--- src/rtl/mscc_pkg.sv ---
// ----------------------------------------------------------------------------
// mscc_pkg
// Shared types, opcode and function codes, and memory sizing for the core.
// ----------------------------------------------------------------------------
package mscc_pkg;

    // Data memory size in words; the index width and byte span follow from it.
    localparam int MEM_WORDS = 1024;
    localparam int MEM_AW    = (MEM_WORDS > 1) ? $clog2(MEM_WORDS) : 1;
    localparam int MEM_BYTES = 4 * MEM_WORDS;

    // Primary opcodes
    localparam logic [5:0] OP_SPECIAL = 6'h00;
    localparam logic [5:0] OP_ADDI    = 6'h08;
    localparam logic [5:0] OP_SLTI    = 6'h0A;
    localparam logic [5:0] OP_LUI     = 6'h0F;
    localparam logic [5:0] OP_LW      = 6'h23;
    localparam logic [5:0] OP_SW      = 6'h2B;

    // Function codes of the special opcode
    localparam logic [5:0] FN_SLL     = 6'h00;
    localparam logic [5:0] FN_SYSCALL = 6'h0C;
    localparam logic [5:0] FN_MULT    = 6'h18;
    localparam logic [5:0] FN_ADD     = 6'h20;
    localparam logic [5:0] FN_SUB     = 6'h22;
    localparam logic [5:0] FN_AND     = 6'h24;
    localparam logic [5:0] FN_OR      = 6'h25;
    localparam logic [5:0] FN_SLT     = 6'h2A;

    // Service codes found in v0 at a syscall
    localparam logic [31:0] SVC_PRINT_INT = 32'd1;
    localparam logic [31:0] SVC_PRINT_STR = 32'd4;
    localparam logic [31:0] SVC_EXIT      = 32'd10;

    // Registers that a syscall reads
    localparam logic [4:0] REG_V0 = 5'd2;
    localparam logic [4:0] REG_A0 = 5'd4;

    typedef enum logic [2:0] {
        KIND_NONE      = 3'd0,
        KIND_PRINT_INT = 3'd1,
        KIND_PRINT_STR = 3'd2,
        KIND_EXIT      = 3'd3,
        KIND_OTHER     = 3'd4
    } syscall_kind_t;

    // Everything the execute step produces for one instruction.
    typedef struct packed {
        logic                reg_write;
        logic [4:0]          dest_reg;
        logic [31:0]         write_value;
        logic [31:0]         alu_value;
        logic                mem_fault;
        logic                store_done;
        syscall_kind_t       syscall_kind;
        logic [31:0]         syscall_arg;
        logic                string_addr_bad;
        logic                halted;
        logic                load_ok;
        logic                exit_req;
        logic [MEM_AW-1:0]   mem_idx;
    } exec_t;

endpackage

--- src/rtl/mscc_exec.sv ---
// ----------------------------------------------------------------------------
// mscc_exec
// Decode and execute one instruction from its word and its two operands.
// ----------------------------------------------------------------------------
module mscc_exec (
    input  logic [31:0]    instruction,
    input  logic [31:0]    op_a,
    input  logic [31:0]    op_b,
    input  logic           halted_in,
    output mscc_pkg::exec_t ex
);
    import mscc_pkg::*;

    logic [5:0]  opc;
    logic [5:0]  fn;
    logic [4:0]  rt;
    logic [4:0]  rd;
    logic [4:0]  sh;
    logic [31:0] imm;
    logic [31:0] addr;
    logic        fault;

    assign opc   = instruction[31:26];
    assign fn    = instruction[5:0];
    assign rt    = instruction[20:16];
    assign rd    = instruction[15:11];
    assign sh    = instruction[10:6];
    assign imm   = {{16{instruction[15]}}, instruction[15:0]};
    assign addr  = op_a + imm;
    assign fault = addr[31:2] >= 30'(MEM_WORDS);

    always_comb
    begin
        ex          = '0;
        ex.dest_reg = rt;
        ex.mem_idx  = addr[MEM_AW+1:2];
        if (halted_in)
        begin
            ex.dest_reg = '0;
            ex.halted   = 1'b1;
        end
        else if (opc == OP_SPECIAL && fn == FN_SYSCALL)
        begin
            // op_a holds v0 and op_b holds a0 for a syscall
            ex.dest_reg    = '0;
            ex.syscall_arg = op_b;
            case (op_a)
                SVC_PRINT_INT: ex.syscall_kind = KIND_PRINT_INT;
                SVC_PRINT_STR:
                begin
                    ex.syscall_kind    = KIND_PRINT_STR;
                    ex.string_addr_bad = op_b >= 32'(MEM_BYTES);
                end
                SVC_EXIT:
                begin
                    ex.syscall_kind = KIND_EXIT;
                    ex.exit_req     = 1'b1;
                end
                default: ex.syscall_kind = KIND_OTHER;
            endcase
        end
        else if (opc == OP_SPECIAL)
        begin
            ex.dest_reg  = rd;
            ex.reg_write = 1'b1;
            case (fn)
                FN_ADD:  ex.alu_value = op_a + op_b;
                FN_SUB:  ex.alu_value = op_a - op_b;
                FN_AND:  ex.alu_value = op_a & op_b;
                FN_OR:   ex.alu_value = op_a | op_b;
                FN_SLT:  ex.alu_value = {31'd0, $signed(op_a) < $signed(op_b)};
                FN_SLL:  ex.alu_value = op_b << sh;
                FN_MULT: ex.alu_value = op_a * op_b;
                default: ex.alu_value = '0;
            endcase
            ex.write_value = ex.alu_value;
        end
        else if (opc == OP_ADDI)
        begin
            ex.alu_value   = addr;
            ex.write_value = addr;
            ex.reg_write   = 1'b1;
        end
        else if (opc == OP_SLTI)
        begin
            ex.alu_value   = {31'd0, $signed(op_a) < $signed(imm)};
            ex.write_value = ex.alu_value;
            ex.reg_write   = 1'b1;
        end
        else if (opc == OP_LUI)
        begin
            ex.alu_value   = {instruction[15:0], 16'd0};
            ex.write_value = ex.alu_value;
            ex.reg_write   = 1'b1;
        end
        else if (opc inside {OP_LW, OP_SW})
        begin
            ex.alu_value = addr;
            ex.mem_fault = fault;
            if (opc == OP_LW)
            begin
                // loaded word replaces write_value later; a faulting load writes zero
                ex.reg_write = 1'b1;
                ex.load_ok   = !fault;
            end
            else
            begin
                ex.store_done = !fault;
            end
        end

        // register 0 takes no write
        ex.reg_write = ex.reg_write && (ex.dest_reg != 5'd0);
    end

endmodule

--- config.mk ---
export PLATFORM = sky130hd
export DESIGN_NAME = mscc_exec
export DESIGN_NICKNAME = d
export VERILOG_FILES = /design/src/rtl/mscc_pkg.sv /design/src/rtl/mscc_exec.sv
export SDC_FILE = /design/constraint.sdc
export NUM_CORES = 2
export LEC_CHECK = 0
export BUFFER_PORTS_ARGS = -buffer_cell sky130_fd_sc_hd__buf_4
export CAP_MARGIN = 20
export CORE_ASPECT_RATIO = 1.75
export CORE_MARGIN = 1.5
export CORE_UTILIZATION = 38
export DETAILED_ROUTE_END_ITERATION = 8
export GPL_ROUTABILITY_DRIVEN = 0
export GPL_TIMING_DRIVEN = 0
export PLACE_DENSITY = 0.62
export SKIP_LAST_GASP = 1
export SYNTH_ARGS = -nofsm -noshare
export SYNTH_HDL_FRONTEND = slang
export SYNTH_SLANG_ARGS = --single-unit
--- constraint.sdc ---
create_clock -name vclk -period 11.3
set_input_delay 0.565 -clock vclk [all_inputs]
set_output_delay 0.565 -clock vclk [all_outputs]
set_load 0.01 [all_outputs]
==> metrics list <==
* Max Fclk: about 89 MHz
- Yosys printed 0 warnings.
* Run status: finished, final reports clean
* Via density per instance: 6.203
- Number of buffers added to fix hold violations after cts: 0
- The clock buffers instantiated in the layout total 0.
- The total area inside the core boundary comes to around 0.067 mm2.
- On the final layout, the worst hold slack is about 1300 ps.
- Crit Path Max Fanout: 10
- First-pass GRT wire length: around 200 mm
- The area growth from synthesis to layout is 12.51%.
- Multiplexer share of the synthesized area: roughly 3.7%
- In the routed design, unresolved DRC markers number 0.
* Die Outline Area: 0.06937 mm2
- Maximum Capacitance Violations: 0
* Top library cells by usage in the layout, fill and taps aside: inv_1, nor2_1, fa_1, nand2_1, ha_1
- Headroom to the max-slew limit came out at approximately 12%.
* Vertical die dimension: between 300 and 400 um
- In this run the cell area of the synthesized design comes to around 0.026 mm2.
- Global routing usage summed across all routing layers: 41.03%
* Data required time of the worst path: 10740 ps
- Startpoint types: input port
* Cells taking the most area after synthesis: fa_1, ha_1, inv_1
* Pin count of the biggest net entering global routing: 20
- Setup repair after global routing left no endpoint under its margin.
- Summing over every cut layer, the via total after detailed routing is 28050.
- Buffers placed on the I/O ports in this run total 212.
- In this run the biggest area consumer among cell types represents 31.96% of the synthesized area.
- Of the cells placed in the final design, the portion with a size suffix greater than 1 is around 9%.
* Total area of sequential cells: 0 um2
* Number of unique standard cell types used by synthesis: 90
- Of the total synthesized cell area, the portion taken by XOR and XNOR cells is between 4 and 5%.
- Crit path largest cell delay: 1000 ps
- X dimension of the die: approximately 200 um
* Data arrival time of the critical path: 10630 ps
* Number of gates resized after CTS: 0
- After layout, the worst path uses 99.04% of the clock period.
* Final number of max-transition violations: 0
- Compound-gate portion of the synthesized area: 15.86%
* Hold crit path type: input port to output pin
* Detailed-router iteration count before antenna repair: 7
- Via count of the first global-routing pass: about 29000
- Setup violations remaining at the end of the flow were counted as 0.
- Synthesized area per cell: about 7.6 um2
* Sequential element share of the synthesized area: 0%
- For this configuration, the core starts out at a cell density of 38.33%.
- Sum of routed wire length over all layers: 139.9 mm
- The biggest area contributor in the post-synthesis netlist is fa_1.
* Detailed Place HPWL: ~110 mm
- Summing the areas of all fa, ha and maj instances in the mapped netlist gives between 40% and 50% of the synthesized area.
* Simple-gate area share of the yosys netlist: ~19%
* Row count: between 100 and 150
- Seq cells: 0
- For the pin with the worst max-slew slack, the measured transition is 1326 ps.
- For this run, the post-layout net count is about 4400.
* Cell type with the highest occurrence count on the critical path: fa_1
- Counting the fill cells in the layout gives 7234.
- Detail Route Antenna Nets: 0
- Minimum clock period after layout: about 11000 ps
- Leaving out fill and tap cells, the most frequent cell in the layout is inv_1.
- Cell at the slowest stage of the critical path: clkbuf_1
* Overall overflow remaining after global route: 0
- Worst setup EP type: output pin
- Detailed-route wire length per cell: between 30 and 40 um
- Critical path class: input port to output pin
- The number of hold violations in the final report was 0.
- Boundary pin count: between 200 and 250
* Largest family of logic cells by synthesized area: adder cells
- Area of the multi-input gates: around 0.023 mm2
- The number of nets handed over by synthesis was 4159.
- Post-CTS timing repair inserted 0 buffers for setup.
- The initial antenna violation count was 13.
- First DRT Iteration DRCs: about 3200
* Number of cells produced by synthesis: approximately 3400
==> cells in the mapped netlist (27+ instances only) <==
cell type and instances:
clkbuf_1 161, a211oi_1 28, mux2i_1 33, nor3_1 61
inv_1 517, o211ai_1 27, nand3_1 38, fa_1 411
a21oi_1 200, nand2_1 330, ha_1 282, nor4_1 61
o21ai_0 116, xnor2_1 107, nor2_1 480, mux4_2 27
nand2b_1 27
==> per-stage QoR <==
stage | TNS (ps) | cells | utilization [%] | setup WS (ps) | cell area (um2)
global placement | -59.13 | 4477 | 42.37 | -29.91 | 28450
CTS | 0 | 4489 | 42.63 | 70.26 | 28630
floorplan | 0 | 3369 | - | 3246 | 25740
detailed placement | 0 | 4489 | 42.63 | 103.6 | 28630
global route | 0 | 4514 | 43.10 | 58.53 | 28940
finish | 0 | 4521 | 43.12 | 108.7 | 28960
==> worst paths after layout <==
kind              startpoint      end  slack [ps]  depth (start not counted)
hold / removal     halted_in   ex[12]        1310                          2
setup / recovery     op_a[7]  ex[110]         110                         27
==> layer usage <==
layer	up-vias	share of wire [%]	global-route usage, %
li1	11540	-	-
met1	13430	30	39.57
met2	2167	45	64.49
met3	904	12	15.37
met4	6	14	43.15
met5	-	0.024	0.2179
==> logic make-up after synthesis <==
logic type      count (synthesis)
fa+ha+maj                     693
mux                            62
buf+inv                       736
compound gates                622
xor+xnor                      134
simple gates                 1122
==> layout make-up <==
class	instances	area share [%]
tap	896	3.871
antenna	10	0.08640
timing repair buffer	246	7.107
buffer	198	2.674
multi-input combinational	2633	79.29
inverter	538	6.973
==> critical path, delay by kind of cell <==
kind            cells  cell delay [ps]
fa+ha+maj           9             4320
buf+inv             7             2550
compound gates      4             1450
simple gates        6             1440
xor+xnor            1              280
